--- src/sv/brb_pkg.sv ---
// Shared types and constants of the branch resolve buffer.
// Depends on nothing; every other file but brb_checker refers to it by scoped names.
`timescale 1ns / 1ps
`default_nettype none

package brb_pkg;

    localparam int WORD_W     = 32;
    localparam int COND_W     = 3;
    localparam int WB_TAG_W   = 6;
    // Widest reorder tag the block supports; narrower tags sit in the low bits.
    localparam int TAG_MAX_W  = 8;
    localparam int FIFO_DEPTH = 2;
    localparam logic [WORD_W-1:0] SEQ_STEP = 32'd4;

    // The six RV32 branch conditions, in the block's own encoding; other codes are never taken.
    typedef enum logic [COND_W-1:0] {
        COND_EQ  = 3'd0,
        COND_NE  = 3'd1,
        COND_LT  = 3'd2,
        COND_GE  = 3'd3,
        COND_LTU = 3'd4,
        COND_GEU = 3'd5
    } t_cond;

    // Resolved branch word handed from the front to the back.
    typedef struct packed {
        logic                 dispatch;
        logic [WORD_W-1:0]    pc_from;
        logic [WORD_W-1:0]    target;
        logic [TAG_MAX_W-1:0] tag;
        logic                 squash;
        logic [TAG_MAX_W-1:0] squash_tag;
    } t_entry;

endpackage

`default_nettype wire

--- src/sv/brb_if.sv ---
// Valid/ready channel interfaces of the branch resolve buffer.
// Depends on brb_pkg for field widths.
`timescale 1ns / 1ps
`default_nettype none

interface brb_in_if #(
    parameter int TAG_BITS = 6
);
    logic                             valid;
    logic                             ready;
    logic                             dispatch_valid;
    logic [brb_pkg::WORD_W-1:0]       src_a;
    logic [brb_pkg::WORD_W-1:0]       src_b;
    logic [brb_pkg::WORD_W-1:0]       branch_pc;
    logic [brb_pkg::WORD_W-1:0]       offset;
    logic [brb_pkg::COND_W-1:0]       cond;
    logic [TAG_BITS-1:0]              entry_tag;
    logic                             squash_valid;
    logic [TAG_BITS-1:0]              squash_tag;

    modport source (
        output valid, dispatch_valid, src_a, src_b, branch_pc, offset, cond,
               entry_tag, squash_valid, squash_tag,
        input  ready
    );
    modport sink (
        input  valid, dispatch_valid, src_a, src_b, branch_pc, offset, cond,
               entry_tag, squash_valid, squash_tag,
        output ready
    );
endinterface

interface brb_out_if;
    logic                             valid;
    logic                             ready;
    logic                             wb_valid;
    logic [brb_pkg::WORD_W-1:0]       wb_pc_from;
    logic [brb_pkg::WORD_W-1:0]       wb_target;
    logic [brb_pkg::WB_TAG_W-1:0]     wb_tag;
    logic                             push_dropped;

    modport source (
        output valid, wb_valid, wb_pc_from, wb_target, wb_tag, push_dropped,
        input  ready
    );
    modport sink (
        input  valid, wb_valid, wb_pc_from, wb_target, wb_tag, push_dropped,
        output ready
    );
endinterface

`default_nettype wire

--- src/sv/brb_front.sv ---
// Front stage: accepts input words, evaluates the branch condition and target.
// Depends on brb_pkg and brb_in_if.
`timescale 1ns / 1ps
`default_nettype none

module brb_front (
    input  wire logic            i_clk,
    input  wire logic            i_rst_n,
    brb_in_if.sink               i_in,
    output brb_pkg::t_entry      o_entry,
    output logic                 o_valid,
    input  wire logic            i_ready
);

    localparam int TW = brb_pkg::TAG_MAX_W;

    logic            r_valid;
    brb_pkg::t_entry r_entry;
    brb_pkg::t_entry n_entry;
    logic            taken;
    logic            accept;

    // Take a new word whenever the stage is empty or drains this cycle
    assign i_in.ready = !r_valid || i_ready;
    assign accept     = i_in.valid && i_in.ready;

    // Evaluate the condition and form the next pc
    always_comb begin
        case (brb_pkg::t_cond'(i_in.cond))
            brb_pkg::COND_EQ:  taken = (i_in.src_a == i_in.src_b);
            brb_pkg::COND_NE:  taken = (i_in.src_a != i_in.src_b);
            brb_pkg::COND_LT:  taken = ($signed(i_in.src_a) < $signed(i_in.src_b));
            brb_pkg::COND_GE:  taken = !($signed(i_in.src_a) < $signed(i_in.src_b));
            brb_pkg::COND_LTU: taken = (i_in.src_a < i_in.src_b);
            brb_pkg::COND_GEU: taken = (i_in.src_a >= i_in.src_b);
            default:           taken = 1'b0;
        endcase
        n_entry.dispatch   = i_in.dispatch_valid;
        n_entry.pc_from    = i_in.branch_pc;
        n_entry.target     = taken ? (i_in.branch_pc + i_in.offset)
                                   : (i_in.branch_pc + brb_pkg::SEQ_STEP);
        n_entry.tag        = TW'(i_in.entry_tag);
        n_entry.squash     = i_in.squash_valid;
        n_entry.squash_tag = TW'(i_in.squash_tag);
    end

    // Hold the stage valid until the queue takes it
    always_ff @(posedge i_clk) begin
        if (!i_rst_n) begin
            r_valid <= 1'b0;
        end else if (accept) begin
            r_valid <= 1'b1;
        end else if (i_ready) begin
            r_valid <= 1'b0;
        end
    end

    always_ff @(posedge i_clk) begin
        if (accept) begin
            r_entry <= n_entry;
        end
    end

    assign o_entry = r_entry;
    assign o_valid = r_valid;

endmodule

`default_nettype wire

--- src/sv/brb_fifo.sv ---
// Short queue of resolved words between the front and the back.
// Depends on brb_pkg.
`timescale 1ns / 1ps
`default_nettype none

module brb_fifo (
    input  wire logic            i_clk,
    input  wire logic            i_rst_n,
    input  wire brb_pkg::t_entry i_entry,
    input  wire logic            i_valid,
    output logic                 o_ready,
    output brb_pkg::t_entry      o_entry,
    output logic                 o_valid,
    input  wire logic            i_ready
);

    localparam int DEPTH = brb_pkg::FIFO_DEPTH;
    localparam int PTR_W = $clog2(DEPTH);
    localparam int CNT_W = $clog2(DEPTH + 1);

    brb_pkg::t_entry    r_mem [DEPTH];
    logic [PTR_W-1:0]   r_wr_ptr;
    logic [PTR_W-1:0]   r_rd_ptr;
    logic [CNT_W-1:0]   r_count;
    logic               push;
    logic               pop;

    assign o_ready = (r_count != CNT_W'(DEPTH));
    assign o_valid = (r_count != '0);
    assign push    = i_valid && o_ready;
    assign pop     = o_valid && i_ready;
    assign o_entry = r_mem[r_rd_ptr];

    // Advance pointers and count
    always_ff @(posedge i_clk) begin
        if (!i_rst_n) begin
            r_wr_ptr <= '0;
            r_rd_ptr <= '0;
            r_count  <= '0;
        end else begin
            if (push) begin
                r_wr_ptr <= (r_wr_ptr == PTR_W'(DEPTH - 1)) ? '0 : r_wr_ptr + 1'b1;
            end
            if (pop) begin
                r_rd_ptr <= (r_rd_ptr == PTR_W'(DEPTH - 1)) ? '0 : r_rd_ptr + 1'b1;
            end
            case ({push, pop})
                2'b10:   r_count <= r_count + 1'b1;
                2'b01:   r_count <= r_count - 1'b1;
                default: r_count <= r_count;
            endcase
        end
    end

    always_ff @(posedge i_clk) begin
        if (push) begin
            r_mem[r_wr_ptr] <= i_entry;
        end
    end

endmodule

`default_nettype wire

--- src/sv/brb_back.sv ---
// Back stage: slot buffer with insert, oldest write-back and squash.
// Depends on brb_pkg and brb_out_if.
`timescale 1ns / 1ps
`default_nettype none

module brb_back #(
    parameter int BUFFER_SLOTS = 8,
    parameter int TAG_BITS     = 6
) (
    input  wire logic            i_clk,
    input  wire logic            i_rst_n,
    input  wire brb_pkg::t_entry i_entry,
    input  wire logic            i_valid,
    output logic                 o_ready,
    brb_out_if.source            o_wb
);

    localparam int IDX_W = (BUFFER_SLOTS > 1) ? $clog2(BUFFER_SLOTS) : 1;
    localparam int WW    = brb_pkg::WORD_W;
    localparam int OTW   = brb_pkg::WB_TAG_W;

    logic [BUFFER_SLOTS-1:0] r_slot_valid;
    logic [BUFFER_SLOTS-1:0] n_slot_valid;
    logic [WW-1:0]           r_slot_pc  [BUFFER_SLOTS];
    logic [WW-1:0]           r_slot_tgt [BUFFER_SLOTS];
    logic [TAG_BITS-1:0]     r_slot_tag [BUFFER_SLOTS];

    logic [BUFFER_SLOTS-1:0] e_valid;
    logic [TAG_BITS-1:0]     e_tag [BUFFER_SLOTS];
    logic [WW-1:0]           e_pc  [BUFFER_SLOTS];
    logic [WW-1:0]           e_tgt [BUFFER_SLOTS];

    logic                    pop;
    logic                    found;
    logic [IDX_W-1:0]        free_idx;
    logic                    ins;
    logic                    dropped;
    logic                    have;
    logic [IDX_W-1:0]        best;
    logic [TAG_BITS-1:0]     best_tag;
    logic [WW-1:0]           best_pc;
    logic [WW-1:0]           best_tgt;
    logic [TAG_BITS-1:0]     ins_tag;
    logic [TAG_BITS-1:0]     sq_tag;

    logic                    r_out_valid;
    logic                    r_wb_valid;
    logic [WW-1:0]           r_wb_pc;
    logic [WW-1:0]           r_wb_tgt;
    logic [OTW-1:0]          r_wb_tag;
    logic                    r_dropped;

    // Circular age: a is older than b when a - b has its top bit set
    function automatic logic f_older(input logic [TAG_BITS-1:0] a,
                                     input logic [TAG_BITS-1:0] b);
        logic [TAG_BITS-1:0] d;
        d = a - b;
        return d[TAG_BITS-1];
    endfunction

    assign o_ready = !r_out_valid || o_wb.ready;
    assign pop     = i_valid && o_ready;
    assign ins_tag = i_entry.tag[TAG_BITS-1:0];
    assign sq_tag  = i_entry.squash_tag[TAG_BITS-1:0];

    // Place the dispatched branch in the lowest free slot
    always_comb begin
        found    = 1'b0;
        free_idx = '0;
        for (int i = 0; i < BUFFER_SLOTS; i++) begin
            if (!r_slot_valid[i] && !found) begin
                found    = 1'b1;
                free_idx = IDX_W'(i);
            end
        end
        ins     = i_entry.dispatch && found;
        dropped = i_entry.dispatch && !found;
        for (int i = 0; i < BUFFER_SLOTS; i++) begin
            if (ins && free_idx == IDX_W'(i)) begin
                e_valid[i] = 1'b1;
                e_tag[i]   = ins_tag;
                e_pc[i]    = i_entry.pc_from;
                e_tgt[i]   = i_entry.target;
            end else begin
                e_valid[i] = r_slot_valid[i];
                e_tag[i]   = r_slot_tag[i];
                e_pc[i]    = r_slot_pc[i];
                e_tgt[i]   = r_slot_tgt[i];
            end
        end
    end

    // Pick the oldest valid slot, lowest index on equal age
    always_comb begin
        have     = 1'b0;
        best     = '0;
        best_tag = '0;
        best_pc  = '0;
        best_tgt = '0;
        for (int i = 0; i < BUFFER_SLOTS; i++) begin
            if (e_valid[i] && (!have || f_older(e_tag[i], best_tag))) begin
                have     = 1'b1;
                best     = IDX_W'(i);
                best_tag = e_tag[i];
                best_pc  = e_pc[i];
                best_tgt = e_tgt[i];
            end
        end
    end

    // Free the written-back slot, then drop slots not older than the squash tag
    always_comb begin
        for (int i = 0; i < BUFFER_SLOTS; i++) begin
            n_slot_valid[i] = e_valid[i]
                && !(have && best == IDX_W'(i))
                && !(i_entry.squash && !f_older(e_tag[i], sq_tag));
        end
    end

    always_ff @(posedge i_clk) begin
        if (!i_rst_n) begin
            r_slot_valid <= '0;
        end else if (pop) begin
            r_slot_valid <= n_slot_valid;
        end
    end

    always_ff @(posedge i_clk) begin
        if (pop && ins) begin
            r_slot_pc[free_idx]  <= i_entry.pc_from;
            r_slot_tgt[free_idx] <= i_entry.target;
            r_slot_tag[free_idx] <= ins_tag;
        end
    end

    // Output register: hold the result until the sink takes it
    always_ff @(posedge i_clk) begin
        if (!i_rst_n) begin
            r_out_valid <= 1'b0;
        end else if (pop) begin
            r_out_valid <= 1'b1;
        end else if (o_wb.ready) begin
            r_out_valid <= 1'b0;
        end
    end

    always_ff @(posedge i_clk) begin
        if (pop) begin
            r_wb_valid <= have;
            r_wb_pc    <= best_pc;
            r_wb_tgt   <= best_tgt;
            r_wb_tag   <= OTW'(best_tag);
            r_dropped  <= dropped;
        end
    end

    assign o_wb.valid        = r_out_valid;
    assign o_wb.wb_valid     = r_wb_valid;
    assign o_wb.wb_pc_from   = r_wb_pc;
    assign o_wb.wb_target    = r_wb_tgt;
    assign o_wb.wb_tag       = r_wb_tag;
    assign o_wb.push_dropped = r_dropped;

endmodule

`default_nettype wire

--- src/sv/branch_resolve_buffer.sv ---
// Top level of the branch resolve buffer: front, queue and back.
// Depends on brb_pkg, brb_if, brb_front, brb_fifo and brb_back.
`timescale 1ns / 1ps
`default_nettype none

// Each input word is one processor cycle: an optional dispatched RV32 branch
// and an optional squash. The front evaluates the condition (EQ, NE, LT, GE,
// LTU, GEU; other codes not taken) and forms the next pc, branch_pc + offset
// or branch_pc + 4. The back places the branch in the lowest free slot, writes
// back the oldest valid slot by circular tag age and frees it, then discards
// every slot whose tag is not older than the squash tag. Every input word
// gives exactly one result word, in order; with nothing to write back the
// result fields read zero. The block takes one word per clock when the sink
// keeps up; a word passes the front register and the queue, and its result
// waits in the output register until the sink takes it. The slot search in the
// back (insert, oldest pick, squash over all slots, combinational) sets the
// clock. A two-word queue between front and back lets either side stall alone.
module branch_resolve_buffer #(
    parameter int BUFFER_SLOTS = 8,
    parameter int TAG_BITS     = 6
) (
    input  wire logic i_clk,
    input  wire logic i_rst_n,
    brb_in_if.sink    i_in,
    brb_out_if.source o_wb
);

    brb_pkg::t_entry front_entry;
    logic            front_valid;
    logic            front_ready;
    brb_pkg::t_entry back_entry;
    logic            back_valid;
    logic            back_ready;

    brb_front u_front (
        .i_clk   (i_clk),
        .i_rst_n (i_rst_n),
        .i_in    (i_in),
        .o_entry (front_entry),
        .o_valid (front_valid),
        .i_ready (front_ready)
    );

    brb_fifo u_fifo (
        .i_clk   (i_clk),
        .i_rst_n (i_rst_n),
        .i_entry (front_entry),
        .i_valid (front_valid),
        .o_ready (front_ready),
        .o_entry (back_entry),
        .o_valid (back_valid),
        .i_ready (back_ready)
    );

    brb_back #(
        .BUFFER_SLOTS (BUFFER_SLOTS),
        .TAG_BITS     (TAG_BITS)
    ) u_back (
        .i_clk   (i_clk),
        .i_rst_n (i_rst_n),
        .i_entry (back_entry),
        .i_valid (back_valid),
        .o_ready (back_ready),
        .o_wb    (o_wb)
    );

endmodule

`default_nettype wire

--- src/flat_wrapper.sv ---
// flat-port wrapper written by rule: the top's interface ports become plain ports
module branch_resolve_buffer_flat 
#(
    parameter int BUFFER_SLOTS = 8,
    parameter int TAG_BITS     = 6
)
  (i_clk, i_rst_n, i_in_valid, i_in_dispatch_valid, i_in_src_a, i_in_src_b, i_in_branch_pc, i_in_offset, i_in_cond, i_in_entry_tag, i_in_squash_valid, i_in_squash_tag, i_in_ready, o_wb_valid, o_wb_wb_valid, o_wb_wb_pc_from, o_wb_wb_target, o_wb_wb_tag, o_wb_push_dropped, o_wb_ready);
  brb_in_if #(.TAG_BITS(TAG_BITS)) i_in_i ();
  brb_out_if o_wb_i ();
  input  wire logic i_clk;
  input  wire logic i_rst_n;
  input wire logic [$bits(i_in_i.valid)-1:0] i_in_valid;
  input wire logic [$bits(i_in_i.dispatch_valid)-1:0] i_in_dispatch_valid;
  input wire logic [$bits(i_in_i.src_a)-1:0] i_in_src_a;
  input wire logic [$bits(i_in_i.src_b)-1:0] i_in_src_b;
  input wire logic [$bits(i_in_i.branch_pc)-1:0] i_in_branch_pc;
  input wire logic [$bits(i_in_i.offset)-1:0] i_in_offset;
  input wire logic [$bits(i_in_i.cond)-1:0] i_in_cond;
  input wire logic [$bits(i_in_i.entry_tag)-1:0] i_in_entry_tag;
  input wire logic [$bits(i_in_i.squash_valid)-1:0] i_in_squash_valid;
  input wire logic [$bits(i_in_i.squash_tag)-1:0] i_in_squash_tag;
  output wire logic [$bits(i_in_i.ready)-1:0] i_in_ready;
  output wire logic [$bits(o_wb_i.valid)-1:0] o_wb_valid;
  output wire logic [$bits(o_wb_i.wb_valid)-1:0] o_wb_wb_valid;
  output wire logic [$bits(o_wb_i.wb_pc_from)-1:0] o_wb_wb_pc_from;
  output wire logic [$bits(o_wb_i.wb_target)-1:0] o_wb_wb_target;
  output wire logic [$bits(o_wb_i.wb_tag)-1:0] o_wb_wb_tag;
  output wire logic [$bits(o_wb_i.push_dropped)-1:0] o_wb_push_dropped;
  input wire logic [$bits(o_wb_i.ready)-1:0] o_wb_ready;
  assign i_in_i.valid = i_in_valid;
  assign i_in_i.dispatch_valid = i_in_dispatch_valid;
  assign i_in_i.src_a = i_in_src_a;
  assign i_in_i.src_b = i_in_src_b;
  assign i_in_i.branch_pc = i_in_branch_pc;
  assign i_in_i.offset = i_in_offset;
  assign i_in_i.cond = i_in_cond;
  assign i_in_i.entry_tag = i_in_entry_tag;
  assign i_in_i.squash_valid = i_in_squash_valid;
  assign i_in_i.squash_tag = i_in_squash_tag;
  assign i_in_ready = i_in_i.ready;
  assign o_wb_valid = o_wb_i.valid;
  assign o_wb_wb_valid = o_wb_i.wb_valid;
  assign o_wb_wb_pc_from = o_wb_i.wb_pc_from;
  assign o_wb_wb_target = o_wb_i.wb_target;
  assign o_wb_wb_tag = o_wb_i.wb_tag;
  assign o_wb_push_dropped = o_wb_i.push_dropped;
  assign o_wb_i.ready = o_wb_ready;
  branch_resolve_buffer #(.BUFFER_SLOTS(BUFFER_SLOTS), .TAG_BITS(TAG_BITS)) u_core (.i_clk(i_clk), .i_rst_n(i_rst_n), .i_in(i_in_i), .o_wb(o_wb_i));
endmodule
--- config.mk ---
export PLATFORM = sky130hd
export DESIGN_NAME = branch_resolve_buffer_flat
export DESIGN_NICKNAME = d
export VERILOG_FILES = /design/src/sv/brb_pkg.sv /design/src/sv/brb_if.sv /design/src/sv/brb_front.sv /design/src/sv/brb_fifo.sv /design/src/sv/brb_back.sv /design/src/sv/branch_resolve_buffer.sv /design/src/flat_wrapper.sv
export SDC_FILE = /design/constraint.sdc
export NUM_CORES = 2
export LEC_CHECK = 0
export BUFFER_PORTS_ARGS = -buffer_cell sky130_fd_sc_hd__buf_4
export CAP_MARGIN = 30
export CORE_MARGIN = 8
export CORE_UTILIZATION = 50
export CTS_CLUSTER_DIAMETER = 30
export DETAILED_ROUTE_END_ITERATION = 10
export PLACE_DENSITY = 0.66
export SYNTH_ARGS = -nofsm -noshare
export SYNTH_HDL_FRONTEND = slang
export SYNTH_SLANG_ARGS = --single-unit
--- constraint.sdc ---
create_clock -name i_clk -period 18 [get_ports i_clk]
set_input_delay 1.8 -clock i_clk [delete_from_list [all_inputs] [get_ports i_clk]]
set_output_delay 1.8 -clock i_clk [all_outputs]
set_load 0.05 [all_outputs]
; ---- Word level (Yosys, flattened, before mapping)
; Memories as Yosys holds them, arrays and structs flattened. A register that Yosys moved wholly into a read port is not among the register bits.
; Cells that the tools add are included.
[word_totals]
latch_bits = 0
regBits = 164
word_cells = 294
mem_bits_rw = 716
mem_bits_ro = 0
n_memories = 4
[mem_list]
columns = memory, words, width, rd, rd_clocked_by_memory_dff, write_ports, line_no
row1 = u_core.u_back.r_slot_pc, 8, 32, 8, 0, 1, brb_back.sv:24  ; logic [WW-1:0] r_slot_pc [BUFFER_SLOTS];
row2 = u_core.u_back.r_slot_tgt, 8, 32, 8, 0, 1, brb_back.sv:25  ; logic [WW-1:0] r_slot_tgt [BUFFER_SLOTS];
row3 = u_core.u_fifo.r_mem, 2, 78, 1, 1, 1, brb_fifo.sv:21  ; brb_pkg::t_entry r_mem [DEPTH];
row4 = u_core.u_back.r_slot_tag, 8, 6, 8, 0, 1, brb_back.sv:26  ; logic [TAG_BITS-1:0] r_slot_tag [BUFFER_SLOTS];
[op_classes]
muxes = 101
n_mul = 0
n_reduce_logical = 124
shifts = 0
magnitude_cmp = 3
addsub = 21
div = 0
bitwise = 0
eq_ne = 24
[op_table]
columns = cell, n
row1 = 32-bit two-way mux, 33
row2 = 6-bit two-way mux, 16
row3 = 6-bit subtractor, 15
row4 = 32-bit less-than comparator, 2
row5 = 1-bit logical AND, 60
row6 = 1-bit logical NOT, 48
row7 = 1-bit two-way mux, 38
row8 = 3-bit two-way mux, 11
row9 = "32-bit by 3-bit adder with 32-bit output, second input constant", 1
row10 = 32-bit adder, 1
row11 = 32-bit equality test, 1
row12 = 32-bit greater-or-equal comparator, 1
row13 = 32-bit != test, 1
row14 = "3-bit equality test, second input constant", 10
row15 = "3-bit by 2-bit equality test with 1-bit output, second input constant", 6
row16 = "3-bit by 1-bit equality test with 1-bit output, second input constant", 3
row17 = 3-bit logical NOT, 3
row18 = 1-bit logical OR, 9
row19 = 2-bit nonzero test, 4
row20 = 1-bit case mux with 6 select lines, 1
row21 = 2-bit case mux with 2 select lines, 1
row22 = "1-bit adder, second input constant", 2
row23 = "2-bit by 1-bit adder with 2-bit output, second input constant", 1
row24 = "2-bit by 1-bit equality test with 1-bit output, second input constant", 1
row25 = 4 further kinds, 4

; ---- Depth between registers and ports, before layout
[depth]
ltp_word = 58
mapped_depth = 69
depth_no_buf = 62

; ---- Cells and area by module
; A second synthesis with hierarchy kept.
[hier_totals]
hier_cells = 3059
hier_area_um2 = 40918.0
[by_module_without_submodules]
columns = mod, instances, area_each_um2, cells_per_inst
row1 = brb_back, 1, 29130.4, 2241
row2 = brb_fifo, 1, 6128.4, 279
row3 = brb_front, 1, 5659.2, 539

; ---- Least setup slack after synthesis
; OpenSTA, ideal clock, no wires.
[synth_timing]
kind = reg-to-reg
startpoint = register with a tool-made name
endpoint = register u_core.u_back.r_wb_tag[3] (netlist: u_core.u_back.o_wb.wb_tag[3]) (data pin)
path_slack_ns = 4.697
t_required_ns = 17.735
t_arrival_ns = 13.038
stages_incl_launch_ff = 63
path_cell_list = dfxtp_1 -> buf_4 -> mux2_4 -> o2111a_2 -> nand2_1 -> clkbuf_1 -> o21ai_0 -> ha_1 -> a21o_1 -> a21o_1 -> a21o_1 -> o211a_1 -> nor3_4 -> nor2_1 -> a21oi_1 -> ha_1 -> or2_2 -> a211oi_1 -> (+27 left out) -> o21ai_0 -> ha_1 -> and3_1 -> a221oi_2 -> mux2i_1 -> nand2_1 -> o21ai_0 -> ha_1 -> a21o_1 -> a21o_1 -> a21oi_1 -> nand2_1 -> a211oi_1 -> o31ai_2 -> a31oi_4 -> buf_6 -> buf_6 -> mux2i_1
[synth_rtl]
columns = item, line_no
row1 = to (signal assigned), brb_back.sv:152  ; r_wb_tag <= OTW'(best_tag);
row2 = to (decl), brb_back.sv:50  ; logic [OTW-1:0] r_wb_tag;

; ---- Worst setup path in the final report
[layout_timing]
startpoint = register u_core.u_back.r_slot_valid[0]
endpoint = register u_core.u_back.r_wb_pc[25] (netlist: u_core.u_back.o_wb.wb_pc_from[25]) (data pin)
[layout_via]
elab_chain_cells = 52
[layout_rtl]
columns = item, line_no
row1 = from (decl), brb_back.sv:22  ; logic [BUFFER_SLOTS-1:0] r_slot_valid;
row2 = from (signal assigned), brb_back.sv:124  ; r_slot_valid <= n_slot_valid;
row3 = 1-bit two-way mux / 1-bit logical AND (equally long branches), brb_back.sv:71  ; if (!r_slot_valid[i] && !found) begin
row4 = 1-bit two-way mux, brb_back.sv:71
row5 = 1-bit logical NOT, brb_back.sv:71
row6 = 1-bit logical AND, brb_back.sv:71
row7 = 1-bit two-way mux, brb_back.sv:71
row8 = 1-bit logical NOT, brb_back.sv:71
row9 = 1-bit logical AND, brb_back.sv:71
row10 = 1-bit two-way mux, brb_back.sv:71
row11 = (+37 left out), n/a
row12 = 1-bit logical OR, brb_back.sv:101  ; if (e_valid[i] && (!have || f_older(e_tag[i], best_tag))) begin
row13 = 1-bit logical AND, brb_back.sv:101
row14 = 6-bit two-way mux / 1-bit two-way mux (equally long branches), brb_back.sv:101
row15 = 6-bit subtractor / 1-bit logical NOT (equally long branches), "brb_back.sv:57, brb_back.sv:101"
row16 = 1-bit logical OR, brb_back.sv:101
row17 = 1-bit logical AND, brb_back.sv:101
row18 = 32-bit two-way mux (*), brb_back.sv:101
row19 = via u_core.u_back.best_pc[25], brb_back.sv:41  ; logic [WW-1:0] best_pc;
row20 = to (signal assigned), brb_back.sv:150  ; r_wb_pc <= best_pc;
row21 = to (decl), brb_back.sv:48  ; logic [WW-1:0] r_wb_pc;
; Mark *: on every way through the listed nets, which the timed path passes. The rest lies on a longest branch.
; A chain may end at the register's enable or synchronous reset.

==> impl_metrics.env <==
export IMPL_worst_hold_path_type="flop to flop"
export IMPL_grt_pass1_vias=30600
export IMPL_endpoint_kind="flop"
export IMPL_hold_viol=0
export IMPL_syn_inst=3817
export IMPL_rr_worst_depth=57
export IMPL_synthMuxAreaShare_pct=4.04
export IMPL_total_leakage_power_nw=17.9
export IMPL_setup_viol=0
export IMPL_clk_latency_ns=0.74
export IMPL_fin_nets=4295
export IMPL_die_y_um=311
export IMPL_ys_types=82
export IMPL_cp_start_kind="flop"
export IMPL_routedWlPerCell_um=22.8
export IMPL_crit_required_ns=18.56
export IMPL_grt_ovfl_total=0
export IMPL_whs_endpoint="u_core.u_fifo.r_mem[0][52]"
export IMPL_critPathArrivalTime_ns=16.93
export IMPL_yosysTopAreaCell="edfxtp_1"
export IMPL_whs_ns=0.440
export IMPL_grt_total_usage_pct=24.4
export IMPL_syn_to_final_growth_pct=19.1
export IMPL_r2r_slack_ns=1.63
export IMPL_setup_tns_ns=0
export IMPL_multiInputGateArea_mm2=0.0157
export IMPL_fin_crit_ns=16.37
export IMPL_drt_vias_per_instance=5.91
export IMPL_yosysMostFrequentCell="edfxtp_1"
export IMPL_antenna_found_initial=1
export IMPL_hpwl_um=76500
export IMPL_grt_pass1_wl_um=183000
export IMPL_fin_ws_ns=1.63
export IMPL_slew_headroom_pct=27.8
export IMPL_max_clock_freq_ghz=0.0611
export IMPL_yosys_top_cells_area="edfxtp_1 (60%), o21ai_0 (5.6%), nand2_1 (4.4%)"
export IMPL_synth_xor_area_share_pct=1.64
export IMPL_ys_flop_type="edfxtp_1"
export IMPL_period_share_pct=90.9
export IMPL_clk_pin_slew_ns=0.05
export IMPL_drt_initial_drc_count=2918
export IMPL_netlist_top_cells_count="edfxtp_1 (866), nand2_1 (507), o21ai_0 (488)"
export IMPL_coreArea_mm2=0.0863
export IMPL_slowest_stage="nand2b_4"
export IMPL_ant_nets=0
export IMPL_die_area_mm2=0.0964
export IMPL_dieWidth_um=311
export IMPL_grt_max_degree=94
export IMPL_ys_async_sr_fraction_pct=0
export IMPL_worstSetupPathType="flop to flop"
export IMPL_synth_top_family_by_area="compound AO/OA/AOI/OAI gates"
export IMPL_cts_tree="built"
export IMPL_hp_start="u_core.u_front.o_entry[56]"
export IMPL_cts_sinks=881
export IMPL_dr_pass1_iters=5
export IMPL_port_buffers=222
export IMPL_rows=108
export IMPL_drv_cap=0
export IMPL_rsz0062_at_grt="no"
export IMPL_critPathMostFrequentCell="ha_1"
export IMPL_start_util_pct=50.2
export IMPL_crit_fanout=80
export IMPL_cts_repair_resized=0
export IMPL_cts_buffers=155
export IMPL_netlist_area_mm2=0.0434
export IMPL_synth_edf_count=866
export IMPL_syn_nets=4079
export IMPL_max_stage_delay_ns=0.72
export IMPL_slew_viol_final=0
export IMPL_rr_startpoint="u_core.u_back.r_slot_valid[0]"
export IMPL_yosys_area_share_simple_pct=9.17
export IMPL_cts_max_level=4
export IMPL_synth_top_cell_area_share_pct=60.0
export IMPL_post_cts_buffers=0
export IMPL_power_density_mw_per_mm2=148
export IMPL_r2r_end="u_core.u_back.o_wb.wb_pc_from[25]"
export IMPL_hold_buffers=0
export IMPL_worstMarginPinSlew_ns=1.05
export IMPL_cts_root_buf="clkbuf_16"
export IMPL_final_layout_size_suffix_gt1_share_pct=14.8
export IMPL_yosysSeqAreaShare_pct=60.7
export IMPL_dr_total_vias=31400
export IMPL_fillers=6802
export IMPL_synth_compound_area_share_pct=17.5
export IMPL_final_util_pct=59.8
export IMPL_status="finished, final reports clean"
export IMPL_drt_wl_total_um=121000
export IMPL_ys_ff_latch=881
export IMPL_yosys_area_share_adder_pct=3.39
export IMPL_dp_slack_ns=1.76
export IMPL_gp_congestion=0.927
export IMPL_finalClockSkew_ns=0.0281
export IMPL_hold_path_depth=0
export IMPL_seq_area_mm2=0.0263
export IMPL_ios=223
export IMPL_cts_buffer_depth=3
export IMPL_synth_avg_cell_area_um2=11.4
export IMPL_drc=0
export IMPL_ir_worst_vdd_mv=0.0889
export IMPL_yosysWarnings=0
-- layout make-up --
class / count / share of cell area, %
Antenna cell: 1 / 0.00485
Clock buffer: 181 / 7.88
Clock inverter: 100 / 2.10
Inverter: 146 / 1.07
Multi-Input combinational cell: 2542 / 30.4
Sequential cell: 881 / 51.0
Tap cell: 1155 / 2.80
Timing Repair Buffer: 307 / 4.82
-- report_power, final --
| group | internal, W | switching, W |
|---|---|---|
| registers | 0.00262 | 0.000121 |
| logic | 0.000661 | 0.00136 |
| clock network | 0.00184 | 0.00101 |
-- worst max path at each step --
stage | from | to | slack [ns] | cells past startpoint
after floorplan | flop | u_core.u_back.o_wb.wb_tag[3] | 4.70 | 62
after global placement | u_core.u_back.r_slot_valid[0] | u_core.u_back.o_wb.wb_target[4] | 2.15 | 52
after detailed placement | u_core.u_back.r_slot_valid[0] | u_core.u_back.o_wb.wb_pc_from[25] | 1.76 | 52
after CTS | u_core.u_back.r_slot_valid[0] | u_core.u_back.o_wb.wb_pc_from[25] | 1.68 | 53
after global routing | u_core.u_back.r_slot_valid[0] | u_core.u_back.o_wb.wb_target[11] | 0.60 | 58
final | u_core.u_back.r_slot_valid[0] | u_core.u_back.o_wb.wb_pc_from[25] | 1.63 | 57
-- state kept, by name, indices dropped and copies added, names as in the netlist, named ones only --
register	count
u_core.u_back.r_slot_tgt	256
u_core.u_front.o_entry	78
u_core.u_back.r_slot_pc	256
u_core.u_front.o_valid	1
u_core.u_back.r_slot_valid	8
u_core.u_fifo.r_wr_ptr	1
u_core.u_fifo.r_mem	156
u_core.u_back.o_wb.wb_pc_from	32
u_core.u_fifo.r_rd_ptr	1
u_core.u_back.r_slot_tag	48
u_core.u_back.o_wb.wb_target	32
u_core.u_fifo.r_count	2
u_core.u_back.o_wb.valid	1
u_core.u_back.o_wb.wb_tag	6
u_core.u_back.o_wb.wb_valid	1
u_core.u_back.o_wb.push_dropped	1
-- worst max-delay path: cells and delay by family, from the launching register on --
family | cells | cell delay (ns)
buffers and inverters | 1 | 0.26
DFF | 1 | 0.65
AOI/OAI and AO/OA | 27 | 6.72
adders and majority gates | 7 | 2.33
muxes | 4 | 1.21
and+or+nand+nor | 17 | 4.62
xor gates and xnor gates | 1 | 0.31
-- through the flow --
stage	total power (W)	cell area, um2	instances
after global routing	0.00793	51600	5312
after detailed placement	0.00479	46400	5028
after global placement	0.00476	46300	5018
final	0.00762	51600	5313
after CTS	0.00765	51600	5309
after floorplan	0.00410	43400	3817
-- cell families (layout without fill, tap and decap cells) --
logic type,after synthesis,count (layout)
AO/OA/AOI/OAI,1237,1237
XOR/XNOR,81,81
adder cells (fa/ha/maj),118,118
buffers and inverters,394,734
flip-flops,881,881
multiplexers,173,173
other,0,1
AND/OR/NAND/NOR,933,933
-- layer usage --
layer,vias up,GRT usage [%],part of all wire (%)
met3,234,4.99,8.3
li1,14800,-,-
met4,0,9.42,3.2
met2,1307,39.1,46
met1,15100,32.5,42
met5,-,0,0
-- placed cells by master, fill, tap and decap left out, types with 8 or more instances in the layout --
cell type	instances
a21o_1	26
clkbuf_1	21
and3_1	17
o31ai_1	14
inv_1	143
clkinvlp_4	12
xnor2_1	58
nand2b_1	22
nand3_1	34
dfxtp_1	13
a31oi_1	12
and2_1	10
ha_1	112
nand4_1	15
nor2_1	220
or2_2	9
a22oi_1	68
nor2_4	8
a21oi_1	215
nand2_1	506
xor2_1	23
buf_4	296
clkbuf_16	159
mux2_2	9
nor2b_1	22
o211ai_1	199
bufinv_16	15
clkinv_1	20
o21ai_0	488
clkinv_2	20
a21boi_0	13
nor3_1	27
inv_6	19
mux2i_1	159
o21ai_1	10
edfxtp_1	866
or3_1	9
a211oi_1	134
(Power assumes the default switching activity.)
